===== src/rtl/core/vphd_pkg.sv =====
// Shared types and constants for the video payload header decoder.
package vphd_pkg;

   // Field widths fixed by the channel definitions
   localparam int BYTE_W     = 8;
   localparam int LEN_W      = 12;
   localparam int CAP_W      = 24;
   localparam int SEQ_W      = 16;
   localparam int MIN_HEADER = 2;

   // Saturation point of the byte counter
   localparam logic [LEN_W-1:0] POS_MAX = '1;

   // Header flag bit positions
   localparam int FLAG_FID_BIT = 0;
   localparam int FLAG_EOF_BIT = 1;
   localparam int FLAG_ERR_BIT = 6;

   // Packet status codes
   localparam logic [1:0] STATUS_OK         = 2'd0;
   localparam logic [1:0] STATUS_BAD_HEADER = 2'd1;
   localparam logic [1:0] STATUS_ERROR      = 2'd2;

   // Per-packet state, cleared at packet end
   typedef struct packed {
      logic [LEN_W-1:0]  byte_position;
      logic [BYTE_W-1:0] header_length;
      logic [1:0]        packet_state;
      logic              eof_seen;
      logic              new_frame_seen;
   } pkt_state_type;

   // Per-frame state, kept across packets
   typedef struct packed {
      logic             previous_frame_id;
      logic             frame_id_known;
      logic [SEQ_W-1:0] sequence_count;
      logic             overflow_seen;
   } frm_state_type;

   // One result item
   typedef struct packed {
      logic              data_valid;
      logic [BYTE_W-1:0] data_byte;
      logic [CAP_W-1:0]  write_offset;
      logic              packet_done;
      logic [1:0]        packet_status;
      logic              new_frame;
      logic              frame_end;
      logic [SEQ_W-1:0]  frame_sequence;
      logic [CAP_W-1:0]  frame_bytes;
      logic              overflow;
   } result_type;

endpackage


===== src/rtl/core/vphd_if.sv =====
// Channel interfaces: byte input, result output and capacity register write.
interface vphd_req_if;
   import vphd_pkg::*;
   logic              valid;
   logic              ready;
   logic [BYTE_W-1:0] payload_byte;
   logic [LEN_W-1:0]  packet_length;
   logic              last_in_packet;

   modport source (output valid, payload_byte, packet_length, last_in_packet, input ready);
   modport sink   (input valid, payload_byte, packet_length, last_in_packet, output ready);
endinterface

interface vphd_rsp_if;
   import vphd_pkg::*;
   logic              valid;
   logic              ready;
   logic              data_valid;
   logic [BYTE_W-1:0] data_byte;
   logic [CAP_W-1:0]  write_offset;
   logic              packet_done;
   logic [1:0]        packet_status;
   logic              new_frame;
   logic              frame_end;
   logic [SEQ_W-1:0]  frame_sequence;
   logic [CAP_W-1:0]  frame_bytes;
   logic              overflow;

   modport source (output valid, data_valid, data_byte, write_offset, packet_done,
                   packet_status, new_frame, frame_end, frame_sequence, frame_bytes,
                   overflow, input ready);
   modport sink   (input valid, data_valid, data_byte, write_offset, packet_done,
                   packet_status, new_frame, frame_end, frame_sequence, frame_bytes,
                   overflow, output ready);
endinterface

interface vphd_csr_if;
   import vphd_pkg::*;
   logic             valid;
   logic             ready;
   logic [CAP_W-1:0] data;

   modport source (output valid, data, input ready);
   modport sink   (input valid, data, output ready);
endinterface


===== src/rtl/core/vphd_step.sv =====
// Combinational decode of one packet byte: next state and the result item.
module vphd_step
   import vphd_pkg::*;
#(
   parameter int MAX_PACKET_BYTES  = 3072,
   parameter int FRAME_OFFSET_BITS = 24
) (
   input  pkt_state_type                pkt_cur,
   input  frm_state_type                frm_cur,
   input  logic [FRAME_OFFSET_BITS-1:0] fill_cur,
   input  logic [CAP_W-1:0]             capacity,
   input  logic [BYTE_W-1:0]            payload_byte,
   input  logic [LEN_W-1:0]             packet_length,
   input  logic                         last_in_packet,
   output pkt_state_type                pkt_nxt,
   output frm_state_type                frm_nxt,
   output logic [FRAME_OFFSET_BITS-1:0] fill_nxt,
   output result_type                   result
);

   localparam int CMP_W = (FRAME_OFFSET_BITS > CAP_W) ? FRAME_OFFSET_BITS : CAP_W;
   localparam logic [LEN_W-1:0] MAX_LEN = LEN_W'(MAX_PACKET_BYTES);

   logic [LEN_W-1:0]  len;
   logic [LEN_W-1:0]  hdr_len;
   logic [LEN_W-1:0]  pos;
   logic              hdr_bad;
   logic              fid;
   logic              emit;
   logic [CMP_W-1:0]  fill_ext;
   logic [CMP_W-1:0]  cap_ext;
   logic [CMP_W-1:0]  off_ext;
   logic [1:0]        status;

   // Length clamp and header checks
   assign len     = (packet_length > MAX_LEN) ? MAX_LEN : packet_length;
   assign hdr_len = LEN_W'(pkt_cur.header_length);
   assign pos     = pkt_cur.byte_position;
   assign hdr_bad = (len < LEN_W'(MIN_HEADER)) || (hdr_len < LEN_W'(MIN_HEADER)) ||
                    (hdr_len > len);
   assign fid     = payload_byte[FLAG_FID_BIT];
   assign fill_ext = CMP_W'(fill_cur);
   assign cap_ext  = CMP_W'(capacity);

   // State update for header and payload bytes
   always_comb begin
      pkt_nxt = pkt_cur;
      frm_nxt = frm_cur;
      fill_nxt = fill_cur;
      emit = 1'b0;
      if (pos == '0) begin
         pkt_nxt.header_length = payload_byte;
      end else if (pos == LEN_W'(1)) begin
         if (hdr_bad) begin
            pkt_nxt.packet_state = STATUS_BAD_HEADER;
         end else begin
            if (!frm_cur.frame_id_known || (frm_cur.previous_frame_id != fid)) begin
               frm_nxt.sequence_count = frm_cur.sequence_count + SEQ_W'(1);
               fill_nxt = '0;
               frm_nxt.overflow_seen = 1'b0;
               pkt_nxt.new_frame_seen = 1'b1;
            end
            if (payload_byte[FLAG_ERR_BIT]) begin
               fill_nxt = '0;
               frm_nxt.overflow_seen = 1'b0;
               pkt_nxt.packet_state = STATUS_ERROR;
            end else begin
               frm_nxt.previous_frame_id = fid;
               frm_nxt.frame_id_known = 1'b1;
               pkt_nxt.eof_seen = payload_byte[FLAG_EOF_BIT];
            end
         end
      end else if ((pkt_cur.packet_state == STATUS_OK) && (pos >= hdr_len) && (pos < len)) begin
         if (fill_ext >= cap_ext) begin
            frm_nxt.overflow_seen = 1'b1;
         end else begin
            emit = 1'b1;
            fill_nxt = fill_cur + FRAME_OFFSET_BITS'(1);
         end
      end

      // Packet end clears per-packet state, otherwise count the byte
      if (last_in_packet) begin
         pkt_nxt = '0;
      end else if (pos != POS_MAX) begin
         pkt_nxt.byte_position = pos + LEN_W'(1);
      end
   end

   // Result item; a packet ending on byte 0 is a bad header
   assign status  = ((pos == '0) || ((pos == LEN_W'(1)) && hdr_bad)) ? STATUS_BAD_HEADER :
                    ((pos == LEN_W'(1)) && payload_byte[FLAG_ERR_BIT]) ? STATUS_ERROR :
                    pkt_cur.packet_state;
   assign off_ext = fill_ext;

   always_comb begin
      logic eof_now;
      logic nf_now;
      logic [CMP_W-1:0] fill_out;
      eof_now  = pkt_cur.eof_seen;
      nf_now   = pkt_cur.new_frame_seen;
      fill_out = CMP_W'(fill_nxt);
      if (pos == LEN_W'(1) && !hdr_bad) begin
         nf_now = pkt_cur.new_frame_seen ||
                  !frm_cur.frame_id_known || (frm_cur.previous_frame_id != fid);
         if (!payload_byte[FLAG_ERR_BIT]) begin
            eof_now = payload_byte[FLAG_EOF_BIT];
         end
      end
      result.data_valid     = emit;
      result.data_byte      = emit ? payload_byte : '0;
      result.write_offset   = emit ? off_ext[CAP_W-1:0] : '0;
      result.packet_done    = last_in_packet;
      result.packet_status  = last_in_packet ? status : STATUS_OK;
      result.new_frame      = last_in_packet && nf_now;
      result.frame_end      = last_in_packet && (status == STATUS_OK) && eof_now;
      result.frame_sequence = frm_nxt.sequence_count;
      result.frame_bytes    = fill_out[CAP_W-1:0];
      result.overflow       = frm_nxt.overflow_seen;
   end

endmodule


===== src/rtl/core/video_payload_header_decoder.sv =====
// Top level of the video payload header decoder.
// The result of a byte transfer is registered and offered on the result side until it is taken.
// Throughput: one byte per cycle unless the result side stalls; the state update and result register close in one pass.
// A full result register stalls input only when the result side is not ready.
// Synchronous reset clears packet and frame state (sequence count to all ones) and sets capacity to all ones.
module video_payload_header_decoder
   import vphd_pkg::*;
#(
   parameter int MAX_PACKET_BYTES  = 3072,
   parameter int FRAME_OFFSET_BITS = 24
) (
   input  logic         clock,
   input  logic         reset,
   vphd_req_if.sink     req_if,
   vphd_rsp_if.source   rsp_if,
   vphd_csr_if.sink     csr_if
);

   pkt_state_type                pkt_ff;
   pkt_state_type                pkt_in;
   frm_state_type                frm_ff;
   frm_state_type                frm_in;
   logic [FRAME_OFFSET_BITS-1:0] fill_ff;
   logic [FRAME_OFFSET_BITS-1:0] fill_in;
   logic [CAP_W-1:0]             capacity_ff;
   result_type                   result_ff;
   result_type                   result_in;
   logic                         rsp_valid_ff;
   logic                         req_take;

   // Input is taken whenever the result register is free or being drained
   assign req_if.ready = !rsp_valid_ff || rsp_if.ready;
   assign req_take     = req_if.valid && req_if.ready;
   assign csr_if.ready = 1'b1;

   vphd_step #(
      .MAX_PACKET_BYTES  (MAX_PACKET_BYTES),
      .FRAME_OFFSET_BITS (FRAME_OFFSET_BITS)
   ) u_step (
      .pkt_cur        (pkt_ff),
      .frm_cur        (frm_ff),
      .fill_cur       (fill_ff),
      .capacity       (capacity_ff),
      .payload_byte   (req_if.payload_byte),
      .packet_length  (req_if.packet_length),
      .last_in_packet (req_if.last_in_packet),
      .pkt_nxt        (pkt_in),
      .frm_nxt        (frm_in),
      .fill_nxt       (fill_in),
      .result         (result_in)
   );

   // Control and state registers
   always_ff @(posedge clock) begin
      if (reset) begin
         pkt_ff       <= '0;
         frm_ff       <= '{previous_frame_id: 1'b0, frame_id_known: 1'b0,
                           sequence_count: '1, overflow_seen: 1'b0};
         fill_ff      <= '0;
         capacity_ff  <= '1;
         rsp_valid_ff <= 1'b0;
      end else begin
         if (csr_if.valid) begin
            capacity_ff <= csr_if.data;
         end
         if (req_take) begin
            pkt_ff  <= pkt_in;
            frm_ff  <= frm_in;
            fill_ff <= fill_in;
         end
         if (req_take) begin
            rsp_valid_ff <= 1'b1;
         end else if (rsp_if.ready) begin
            rsp_valid_ff <= 1'b0;
         end
      end
   end

   // Result payload register
   always_ff @(posedge clock) begin
      if (req_take) begin
         result_ff <= result_in;
      end
   end

   // Result transfer
   assign rsp_if.valid          = rsp_valid_ff;
   assign rsp_if.data_valid     = result_ff.data_valid;
   assign rsp_if.data_byte      = result_ff.data_byte;
   assign rsp_if.write_offset   = result_ff.write_offset;
   assign rsp_if.packet_done    = result_ff.packet_done;
   assign rsp_if.packet_status  = result_ff.packet_status;
   assign rsp_if.new_frame      = result_ff.new_frame;
   assign rsp_if.frame_end      = result_ff.frame_end;
   assign rsp_if.frame_sequence = result_ff.frame_sequence;
   assign rsp_if.frame_bytes    = result_ff.frame_bytes;
   assign rsp_if.overflow       = result_ff.overflow;

endmodule


===== src/flat_wrapper.sv =====
// flat-port wrapper written by rule: the top's interface ports become plain ports
module video_payload_header_decoder_flat import vphd_pkg::*;
#(
   parameter int MAX_PACKET_BYTES  = 3072,
   parameter int FRAME_OFFSET_BITS = 24
)
  (clock, reset, req_if_valid, req_if_payload_byte, req_if_packet_length, req_if_last_in_packet, req_if_ready, rsp_if_valid, rsp_if_data_valid, rsp_if_data_byte, rsp_if_write_offset, rsp_if_packet_done, rsp_if_packet_status, rsp_if_new_frame, rsp_if_frame_end, rsp_if_frame_sequence, rsp_if_frame_bytes, rsp_if_overflow, rsp_if_ready, csr_if_valid, csr_if_data, csr_if_ready);
  vphd_req_if req_if_i ();
  vphd_rsp_if rsp_if_i ();
  vphd_csr_if csr_if_i ();
  input  logic clock;
  input  logic reset;
  input wire logic [$bits(req_if_i.valid)-1:0] req_if_valid;
  input wire logic [$bits(req_if_i.payload_byte)-1:0] req_if_payload_byte;
  input wire logic [$bits(req_if_i.packet_length)-1:0] req_if_packet_length;
  input wire logic [$bits(req_if_i.last_in_packet)-1:0] req_if_last_in_packet;
  output wire logic [$bits(req_if_i.ready)-1:0] req_if_ready;
  output wire logic [$bits(rsp_if_i.valid)-1:0] rsp_if_valid;
  output wire logic [$bits(rsp_if_i.data_valid)-1:0] rsp_if_data_valid;
  output wire logic [$bits(rsp_if_i.data_byte)-1:0] rsp_if_data_byte;
  output wire logic [$bits(rsp_if_i.write_offset)-1:0] rsp_if_write_offset;
  output wire logic [$bits(rsp_if_i.packet_done)-1:0] rsp_if_packet_done;
  output wire logic [$bits(rsp_if_i.packet_status)-1:0] rsp_if_packet_status;
  output wire logic [$bits(rsp_if_i.new_frame)-1:0] rsp_if_new_frame;
  output wire logic [$bits(rsp_if_i.frame_end)-1:0] rsp_if_frame_end;
  output wire logic [$bits(rsp_if_i.frame_sequence)-1:0] rsp_if_frame_sequence;
  output wire logic [$bits(rsp_if_i.frame_bytes)-1:0] rsp_if_frame_bytes;
  output wire logic [$bits(rsp_if_i.overflow)-1:0] rsp_if_overflow;
  input wire logic [$bits(rsp_if_i.ready)-1:0] rsp_if_ready;
  input wire logic [$bits(csr_if_i.valid)-1:0] csr_if_valid;
  input wire logic [$bits(csr_if_i.data)-1:0] csr_if_data;
  output wire logic [$bits(csr_if_i.ready)-1:0] csr_if_ready;
  assign req_if_i.valid = req_if_valid;
  assign req_if_i.payload_byte = req_if_payload_byte;
  assign req_if_i.packet_length = req_if_packet_length;
  assign req_if_i.last_in_packet = req_if_last_in_packet;
  assign req_if_ready = req_if_i.ready;
  assign rsp_if_valid = rsp_if_i.valid;
  assign rsp_if_data_valid = rsp_if_i.data_valid;
  assign rsp_if_data_byte = rsp_if_i.data_byte;
  assign rsp_if_write_offset = rsp_if_i.write_offset;
  assign rsp_if_packet_done = rsp_if_i.packet_done;
  assign rsp_if_packet_status = rsp_if_i.packet_status;
  assign rsp_if_new_frame = rsp_if_i.new_frame;
  assign rsp_if_frame_end = rsp_if_i.frame_end;
  assign rsp_if_frame_sequence = rsp_if_i.frame_sequence;
  assign rsp_if_frame_bytes = rsp_if_i.frame_bytes;
  assign rsp_if_overflow = rsp_if_i.overflow;
  assign rsp_if_i.ready = rsp_if_ready;
  assign csr_if_i.valid = csr_if_valid;
  assign csr_if_i.data = csr_if_data;
  assign csr_if_ready = csr_if_i.ready;
  video_payload_header_decoder #(.MAX_PACKET_BYTES(MAX_PACKET_BYTES), .FRAME_OFFSET_BITS(FRAME_OFFSET_BITS)) u_core (.clock(clock), .reset(reset), .req_if(req_if_i), .rsp_if(rsp_if_i), .csr_if(csr_if_i));
endmodule

===== config.mk =====
export PLATFORM = sky130hd
export DESIGN_NAME = video_payload_header_decoder_flat
export DESIGN_NICKNAME = d
export VERILOG_FILES = /design/src/rtl/core/vphd_pkg.sv /design/src/rtl/core/vphd_if.sv /design/src/rtl/core/vphd_step.sv /design/src/rtl/core/video_payload_header_decoder.sv /design/src/flat_wrapper.sv
export SDC_FILE = /design/constraint.sdc
export NUM_CORES = 1
export LEC_CHECK = 0
export CELL_PAD_IN_SITES_DETAIL_PLACEMENT = 0
export CELL_PAD_IN_SITES_GLOBAL_PLACEMENT = 1
export CORE_MARGIN = 3
export CORE_UTILIZATION = 50
export CTS_BUF_LIST = sky130_fd_sc_hd__clkbuf_8 sky130_fd_sc_hd__clkbuf_16
export DETAILED_ROUTE_END_ITERATION = 6
export DONT_BUFFER_PORTS = 1
export PLACE_DENSITY_LB_ADDON = 0.1
export SETUP_SLACK_MARGIN = 0.05
export SLEW_MARGIN = 5
export SYNTH_ARGS = -nofsm -noshare
export SYNTH_HDL_FRONTEND = slang
export SYNTH_HIERARCHICAL = 1
export SYNTH_SLANG_ARGS = --single-unit

===== constraint.sdc =====
create_clock -name clock -period 6.23 [get_ports clock]
set_clock_uncertainty 0.2 [all_clocks]
set_input_delay 0.9345 -clock clock [delete_from_list [all_inputs] [get_ports clock]]
set_output_delay 0.9345 -clock clock [all_outputs]
set_load 0.1 [all_outputs]

# == Word level (Yosys, flattened, before mapping) ==
# Index checks and enable logic that the tools add are counted.
# Widths: inputs -> output; s select.
# op_classes
addsub,3
n_mul,0
div,0
order_cmp,7
n_eq_ne,5
n_shift,0
muxes,37
n_bitwise,3
n_reduce_logical,34
# op_table
op,n
$mux 24,7
$mux 17,3
$mux 12,4
$add 24x1->24 const B,1
$ge 24x24->1,1
$add 16x1->16 const B,1
$mux 16,1
$mux 1,14
$add 12x1->12 const B,1
$eq 12x1->1 const B,1
$ge 12x8->1,1
$gt 12x12->1 const B,1
$gt 8x12->1,1
$logic_not 12->1,1
$lt 12x12->1,1
$lt 12x2->1 const B,1
$ne 12x12->1 const B,1
$mux 2,5
$reduce_and 5->1,2
$reduce_bool 2->1,5
$logic_and 1x1->1,9
$lt 8x2->1 const B,1
$mux 4,2
$mux 8,1
9 further kinds,23
# totals
reg_bits,171
latchBits,0
ramBits,0
romBits,0
inputBits,50
word_cells,111
mem_count,0

# == Logic depth before layout (Yosys ltp) ==
# Gate-level depths: netlist of run 1.
# logic_depth
ltp_word,11
ltp_mapped,16

# == By module ==
# The synthesis of run 1 kept the hierarchy.
# modules_own_cells
mod,instances,cells_per_inst,area_each_um2
video_payload_header_decoder,1,469,6137.1
vphd_step,1,560,3621.0

# == Worst setup path after synthesis of run 1 ==
# OpenSTA, ideal clock, no wires.
# synth_path
path_type,input-to-reg
startpoint,input port req_if_packet_length[4]
endpoint,"register u_core.result_ff (netlist bit u_core/rsp_if.frame_bytes[23]), data pin"
setup_ns,0.251
t_arrival_ns,4.384
required_time_ns,5.779
slack_ns,1.395
stages,15
path_buffers,3
cell_sequence,or4_1 nor4_1 a21o_1 nand2_1 ha_1 a21o_1 nand3_1 a21oi_1 or4_1 buf_2 or4_1 buf_2 o311ai_0 o211ai_1 buf_4
# synth_via
elab_chain_len,8
# synth_rtl
item,line_no,text
start: declaration,flat_wrapper.sv:15,input wire logic [$bits(req_if_i.packet_length)-1:0] req_if_packet_length;
$gt 12x12->1,vphd_step.sv:36,assign len = (packet_length > MAX_LEN) ? MAX_LEN : packet_length;
$mux 12 *,vphd_step.sv:36,
$lt 12x2->1,vphd_step.sv:39,assign hdr_bad = (len < LEN_W'(MIN_HEADER)) || (hdr_len < LEN_W'(MIN_HEADER)) ||
$logic_or 1x1->1 (2 in a row),vphd_step.sv:39,
$mux 24,vphd_step.sv:54,if (hdr_bad) begin
$mux 24 *,vphd_step.sv:53,end else if (pos == LEN_W'(1)) begin
$mux 24 *,vphd_step.sv:51,if (pos == '0) begin
via u_core.fill_in[23],video_payload_header_decoder.sv:24,logic [FRAME_OFFSET_BITS-1:0] fill_in;
end signal: assignment,video_payload_header_decoder.sv:82,result_ff <= result_in;
end: declaration,video_payload_header_decoder.sv:26,result_type result_ff;
# Mark *: on every way through the listed nets, which the timed path passes. The rest lies on a longest branch.
# A chain may end at the register's enable or synchronous reset.

==> key figures, run 1 <==
Drt
  – Drt wl/cell: 18.2 um
  – Post-DRT Antenna Nets: 0
  – First-pass DRT Iterations: 5
  – Vias per cell: just under 6
  – Starting DRT DRC Count: between 500 and 600
  – Via count: 7125
  – Routed wire length: ~22 mm
  – DRC: 0

Floorplan
  – Core ar.: 0.0190 mm^2
  – Starting Density: 51.5%
  – Rows: 50
  – I/O Pins: between 100 and 150
  – Die Ht: ~150 um
  – Die area: roughly 0.021 mm^2
  – Die X: 146 um

Place
  – DP Area: 0.00950 mm^2
  – Dpl hpwl: 14.5 mm
  – GP Congestion: 0.913
  – Input/output buffers: 0
  – Placed Cells: 1185
  – DP Worst Slack: between 700 and 800 ps

Logic synthesis
  – Synth warnings: 6
  – Top cells by area, synth: edfxtp_1 (24%), dfxtp_1 (19%), ha_1 (7.2%)
  – Ys flop type: dfxtp_1
  – Yosys top cell area share: 24.3%
  – Unique masters post-synth: 62
  – Syn nets: 1135
  – Post-synth EDFFs: between 70 and 80
  – Sequential-to-total area share from yosys stat: 43.2%
  – Cells after Synth: 1029
  – #FFs+latches synth: 171
  – Mean Syn Cell Area: 9.48 um^2
  – Top cell type by total area after synthesis: edfxtp_1
  – Post-Syn Area: 0.00976 mm^2
  – Asr flop ratio synth: 0%

Layout
  – Most common cell after layout, fill and taps aside: dfxtp_1
  – Nets: 1050
  – Most frequent cells in the layout: dfxtp_1 (92), nand3_1 (84), a21oi_1 (81)
  – Design area: about 0.01 mm^2
  – Layout fillers: 1710
  – # diodes: 0
  – Area delta synth->final: 3.54%
  – Final cell count without fillers: 1217
  – Fin util: 53.3%
  – Share of cells above drive strength 1: 11.0%

GRT
  – Vias in the first global route: 6563
  – Grt total ovfl: 0
  – Largest net degree at the start of global routing: between 100 and 150
  – Initial antenna violation count: 0
  – GRT Total Usage: 20.3%
  – First-pass GRT wire length: roughly 35 mm

Setup path
  – Slowest stage delay, CP: between 700 and 800 ps
  – Crit-path max FO: 14
  – Crit path depth: 14
  – CP top delay family: simple AND/OR/NAND/NOR gates
  – Crit path kind: input pin to flip-flop
  – Slowest cell on the critical path: nand4_1
  – R2R cell count: 10
  – CP Data Arrival Time: ~5300 ps
  – Crit end category: flip-flop
  – Crit path cell chain: or4_1 -> nor4_1 -> a21o_1 -> nand2_1 -> ha_1 -> a211oi_1 -> nor2_1 -> or4_1 -> o22ai_1 -> nand4_1 -> nor4_1 -> xor2_1 -> nor2_1 -> mux2i_1
  – Startpoint types: input pin
  – Buf+Inv Stages, Crit Path: 0
  – Req. time, crit path: 6380 ps

Clock tree
  – CTS H-Tree Depth: 4
  – Clock root buffer: clkbuf_16
  – Post-CTS Setup Repair Bufs: 0
  – Post-CTS Resized: 0
  – Insertion delay to the later sink of the worst-skew pair: 420 ps
  – Sink Count: 171
  – Num CTS Buffers: 17
  – CTS tree: done
  – CTS Hold Bufs: 0
  – Clock transition at path regs: 70 ps
  – CTS max path bufs: 2

STA
  – Final hold vios: 0
  – Final setup margin: 1090 ps
  – RSZ-0062 raised after global routing: no
  – Setup tns final: 0 ps
  – Worst-Margin Slew: 1090 ps
  – Final Cycle Share: roughly 83%
  – Hold WS: roughly 320 ps
  – Fmax: slightly below 200 MHz
  – Final worst path period need: 5140 ps
  – Final setup violation count: 0
  – Slew margin rel.: 27.3%
  – Slew Viols, Final: 0

Power and ir drop
  – Pwr per Cell Area: 263 mW/mm^2
  – Leakage: 3.94 nW
  – Worst vdd ir: 0.188 mV
  – Tot Pwr: 2.66 mW

Outcome
  – Outcome: completed

Run
  – Max-cap violations: 0

Worst hold path
  – Worst hold-check path type: flip-flop to flip-flop
  – Hold path cells: 2
[synthesized netlist by cell type (19+ instances only)]
cell      count
a21oi_1      81
nand2_1      77
nor2_1       57
or4_1        21
nor2b_1      26
o211ai_1     21
mux2i_1      19
a211o_1      24
dfxtp_1      92
edfxtp_1     79
ha_1         56
clkbuf_1     36
inv_1        47
a21bo_2      51
buf_4        44
nand3_1      84
and2_1       32
buf_2        20
[cell families (layout without fill, tap and decap cells)]
logic type      after synthesis  count (layout)  synth area share (%)
compound gates              226             226                  16.9
buf+inv                     156              84                  8.33
flops                       171             171                  43.2
fa+ha+maj                    56              56                  7.18
simple gates                373             373                  19.9
other cells                   1               1                0.0384
xor+xnor                     24              24                  2.15
mux                          22              22                  2.30
[layout make-up]
class	count	area, um^2	share of cell area, %
tap	260	325	3.22
clock buffer	19	464	4.59
inverter	47	176	1.75
clock inverter	13	141	1.40
multi-input combinational	702	4740	47.0
sequential	171	4210	41.7
timing repair buffer	5	37.5	0.372
[routing by layer]
metal	global-route usage, %	share of wire, %	vias up
li1	-	-	3504
met1	29.0	48	3429
met2	31.6	47	172
met3	4.27	4.3	20
met4	5.46	1.2	0
met5	0	0	-
[final timing paths]
path	start	end	slack (ps)
setup / recovery	req_if_packet_length[4]	u_core/frm_ff[16]	1090
hold / removal	u_core/frm_ff[14]	u_core/frm_ff[14]	320
setup reg to reg	u_core/pkt_ff[9]	u_core/frm_ff[16]	2350
hold reg to reg	u_core/frm_ff[14]	u_core/frm_ff[14]	320
[state kept, by name, summed over array words and instances, names as in the netlist]
name / count
u_core/capacity_ff: 24
u_core/fill_ff: 24
u_core/frm_ff: 19
u_core/pkt_ff: 24
u_core/rsp_if.data_byte: 8
u_core/rsp_if.data_valid: 1
u_core/rsp_if.frame_bytes: 24
u_core/rsp_if.frame_end: 1
u_core/rsp_if.frame_sequence: 16
u_core/rsp_if.new_frame: 1
u_core/rsp_if.overflow: 1
u_core/rsp_if.packet_done: 1
u_core/rsp_if.packet_status: 2
u_core/rsp_if.valid: 1
u_core/rsp_if.write_offset: 24
[power by group]
part / switching [mW] / internal [mW] / total [mW]
sequential: 0.179 / 1.21 / 1.39
combinational: 0.117 / 0.0601 / 0.177
clock: 0.483 / 0.606 / 1.09
total: 0.780 / 1.88 / 2.66
[worst min-delay path: stages, from the launching register on]
cell     delay, ps
dfxtp_1        320
nor2_1          90
mux2i_1         70
Power figures use the tool's default switching activity.
==> inputs of run 2 (changes only) <==
--- a/config.mk
+++ b/config.mk
@@ -5,10 +5,11 @@
 export SDC_FILE = /design/constraint.sdc
 export NUM_CORES = 1
 export LEC_CHECK = 0
+export ABC_AREA = 1
 export CELL_PAD_IN_SITES_DETAIL_PLACEMENT = 0
 export CELL_PAD_IN_SITES_GLOBAL_PLACEMENT = 1
 export CORE_MARGIN = 3
-export CORE_UTILIZATION = 50
+export CORE_UTILIZATION = 42
 export CTS_BUF_LIST = sky130_fd_sc_hd__clkbuf_8 sky130_fd_sc_hd__clkbuf_16
 export DETAILED_ROUTE_END_ITERATION = 6
 export DONT_BUFFER_PORTS = 1
==> constraint.sdc (replaced) <==
create_clock -name clock -period 4.25 [get_ports clock]
set_clock_uncertainty 0.2 [all_clocks]
set_input_delay 0.6375 -clock clock [delete_from_list [all_inputs] [get_ports clock]]
set_output_delay 0.6375 -clock clock [all_outputs]
set_load 0.1 [all_outputs]
==> key figures, run 2 <==
Logic synthesis
  – Asr flop ratio synth: 0%
  – Synth warnings: 6
  – #FFs+latches synth: 171
  – Sequential-to-total area share from yosys stat: between 30% and 40%
  – Post-synth top cells: nand2_1 (426), nor2_1 (185), inv_1 (154)
  – Ys flop type: dfxtp_1
  – Most common cell in the synthesized netlist: nand2_1
  – Post-synth EDFFs: between 70 and 80
  – Post-Syn Area: 0.0111 mm^2
  – Mean Syn Cell Area: 7.14 um^2
  – Top cell type by total area after synthesis: edfxtp_1
  – Unique masters post-synth: 47
  – Yosys top cell area share: 21.4%
  – Syn nets: 1656
  – Cells after Synth: ~1600
  – Top cells by area, synth: edfxtp_1 (21%), dfxtp_1 (17%), nand2_1 (14%)

Power and ir drop
  – Worst vdd ir: between 0.2 and 0.3 mV
  – Tot Pwr: 4.99 mW
  – Leakage: 5.26 nW
  – Pwr per Cell Area: 432 mW/mm^2

GRT
  – Initial antenna violation count: 0
  – First-pass GRT wire length: 49.8 mm
  – Grt total ovfl: 0
  – Largest net degree at the start of global routing: 120
  – GRT Total Usage: 22.0%
  – Vias in the first global route: 8666

Drt
  – DRC: 0
  – First-pass DRT Iterations: 6
  – Starting DRT DRC Count: 822
  – Via count: between 9000 and 10000
  – Post-DRT Antenna Nets: 0
  – Vias per cell: 5.23
  – Drt wl/cell: around 17 um
  – Routed wire length: 31.3 mm

Setup path
  – Req. time, crit path: between 4000 and 5000 ps
  – Crit-path max FO: 14
  – Startpoint types: input pin
  – Buf+Inv Stages, Crit Path: 2
  – R2R cell count: 18
  – Crit path kind: input pin to flip-flop
  – Crit path cell chain: nor2_1 -> nand3_1 -> o21bai_2 -> nand2_1 -> ha_1 -> a21oi_1 -> o21ai_0 -> a211oi_1 -> o21ai_1 -> inv_2 -> nand2_2 -> nand2_1 -> nand2_1 -> nand2_1 -> nand2_1 -> nand2_1 -> nand2_1 -> inv_1 -> nand3_1 -> nand2_1 -> nor2_1
  – Reg-to-Reg Start: u_core/fill_ff[0]
  – Most numerous cell on the critical path: nand2_1
  – CP Data Arrival Time: 3630 ps
  – R2r endpoint: u_core/fill_ff[1]
  – R2R Setup Slk: 830 ps
  – Slowest cell on the critical path: ha_1
  – CP top delay family: simple AND/OR/NAND/NOR gates
  – Crit end category: flip-flop
  – Slowest stage delay, CP: between 300 and 400 ps

Layout
  – Nets: between 1500 and 2000
  – Area delta synth->final: 4.22%
  – Share of cells above drive strength 1: about 7%
  – Area of the multi-input gates: approximately 0.0054 mm^2
  – Final cell count without fillers: 1816
  – Most frequent cells in the layout: nand2_1 (426), nor2_1 (185), inv_1 (153), nand3_1 (153), a21oi_1 (100)
  – Layout fillers: 2699
  – Most common cell after layout, fill and taps aside: nand2_1
  – FF/Latch Area: 0.00421 mm^2
  – # diodes: 0
  – Fin util: 45.2%

STA
  – Hold WS: 66.4 ps
  – Final Cycle Share: 82.6%
  – RSZ-0062 raised after global routing: no
  – Fmax: 285 MHz
  – Final hold vios: 0
  – Slew margin rel.: 28.6%
  – Final worst path period need: between 3000 and 4000 ps
  – Setup tns final: 0 ps
  – Slew Viols, Final: 0
  – Final setup violation count: 0
  – Worst-Margin Slew: 1070 ps

Clock tree
  – Insertion delay to the later sink of the worst-skew pair: roughly 430 ps
  – CTS max path bufs: 2
  – CTS H-Tree Depth: 4
  – Clock transition at path regs: roughly 70 ps
  – CTS Hold Bufs: 0
  – Post-CTS Setup Repair Bufs: 0
  – Post-CTS Resized: 0
  – Num CTS Buffers: 17
  – Clock root buffer: clkbuf_16
  – CTS tree: done
  – Sink Count: 171

Outcome
  – Outcome: completed

Floorplan
  – I/O Pins: 132
  – Die Ht: 168 um
  – Core ar.: 0.0255 mm^2
  – Starting Density: 43.3%
  – Die X: 168 um
  – Rows: 58
  – Die area: between 0.02 and 0.03 mm^2

Worst hold path
  – Hold Path End: u_core/rsp_if.valid
  – Worst hold start: reset
  – Hold path cells: 1
  – Worst hold-check path type: input pin to flip-flop

Run
  – Max-cap violations: 0

Place
  – GP Congestion: 0.915
  – Input/output buffers: 0
  – Dpl hpwl: 22.1 mm
  – Placed Cells: 1784
==> run 2: cell types whose count changed after synthesis, moves of 30 or more <==
cell     delta
nand3_1    +69
a21bo_2    -51
nand2_1   +349
inv_1     +107
nor2_1    +128
and2_1     -31
o21ai_0    +30
==> run 2: worst max path at each step <==
stage	slack, ps	start	depth (start not counted)	endpoint
final	740	req_if_packet_length[1]	21	u_core/fill_ff[19]
after global routing	310	req_if_packet_length[1]	18	u_core/frm_ff[5]
after CTS	810	u_core/fill_ff[0]	15	u_core/rsp_if.data_byte[3]
after detailed placement	350	req_if_packet_length[1]	18	u_core/frm_ff[5]
after global placement	370	req_if_packet_length[1]	21	u_core/fill_ff[8]
after floorplan	870	u_core/rsp_if.valid	4	u_core/rsp_if.data_byte[0]
==> run 2: where the power goes <==
| group | total [mW] | leakage (nW) | internal [mW] | switching [mW] |
|---|---|---|---|---|
| clock network | 1.56 | 0.288 | 0.819 | 0.744 |
| logic | 0.902 | 3.44 | 0.294 | 0.609 |
| registers | 2.52 | 1.53 | 1.89 | 0.629 |
| total | 4.99 | 5.26 | 3.00 | 1.98 |
==> run 2: per-stage QoR <==
step,setup WS (ps),cell area (um^2)
floorplan,873,11100
global placement,365,10900
detailed placement,349,10900
CTS,813,11500
global route,308,11500
finish,739,11500
==> run 2: cells by family after synthesis <==
family                     synth area share (%)
other                                    0.0339
AOI/OAI and AO/OA                          7.64
and+or+nand+nor                            33.2
xor gates and xnor gates                   1.74
DFF                                        38.1
adders and majority gates                  6.33
buffers and inverters                      13.0
==> run 2: area by class of cell <==
cell class,instances,share of cell area (%)
Inverter,166,5.45
Clock inverter,14,1.25
Clock buffer,18,3.90
Multi-Input combinational cell,1086,47.1
Timing Repair Buffer,31,2.23
Tap cell,330,3.58
Sequential cell,171,36.5
==> run 2: per-layer routing <==
layer,global-route usage [%],vias to the layer above,part of all wire (%)
li1,-,4815,-
met1,33.4,4411,51
met2,32.6,252,43
met3,4.30,16,5.4
met4,4.09,0,0.93
met5,0,-,0
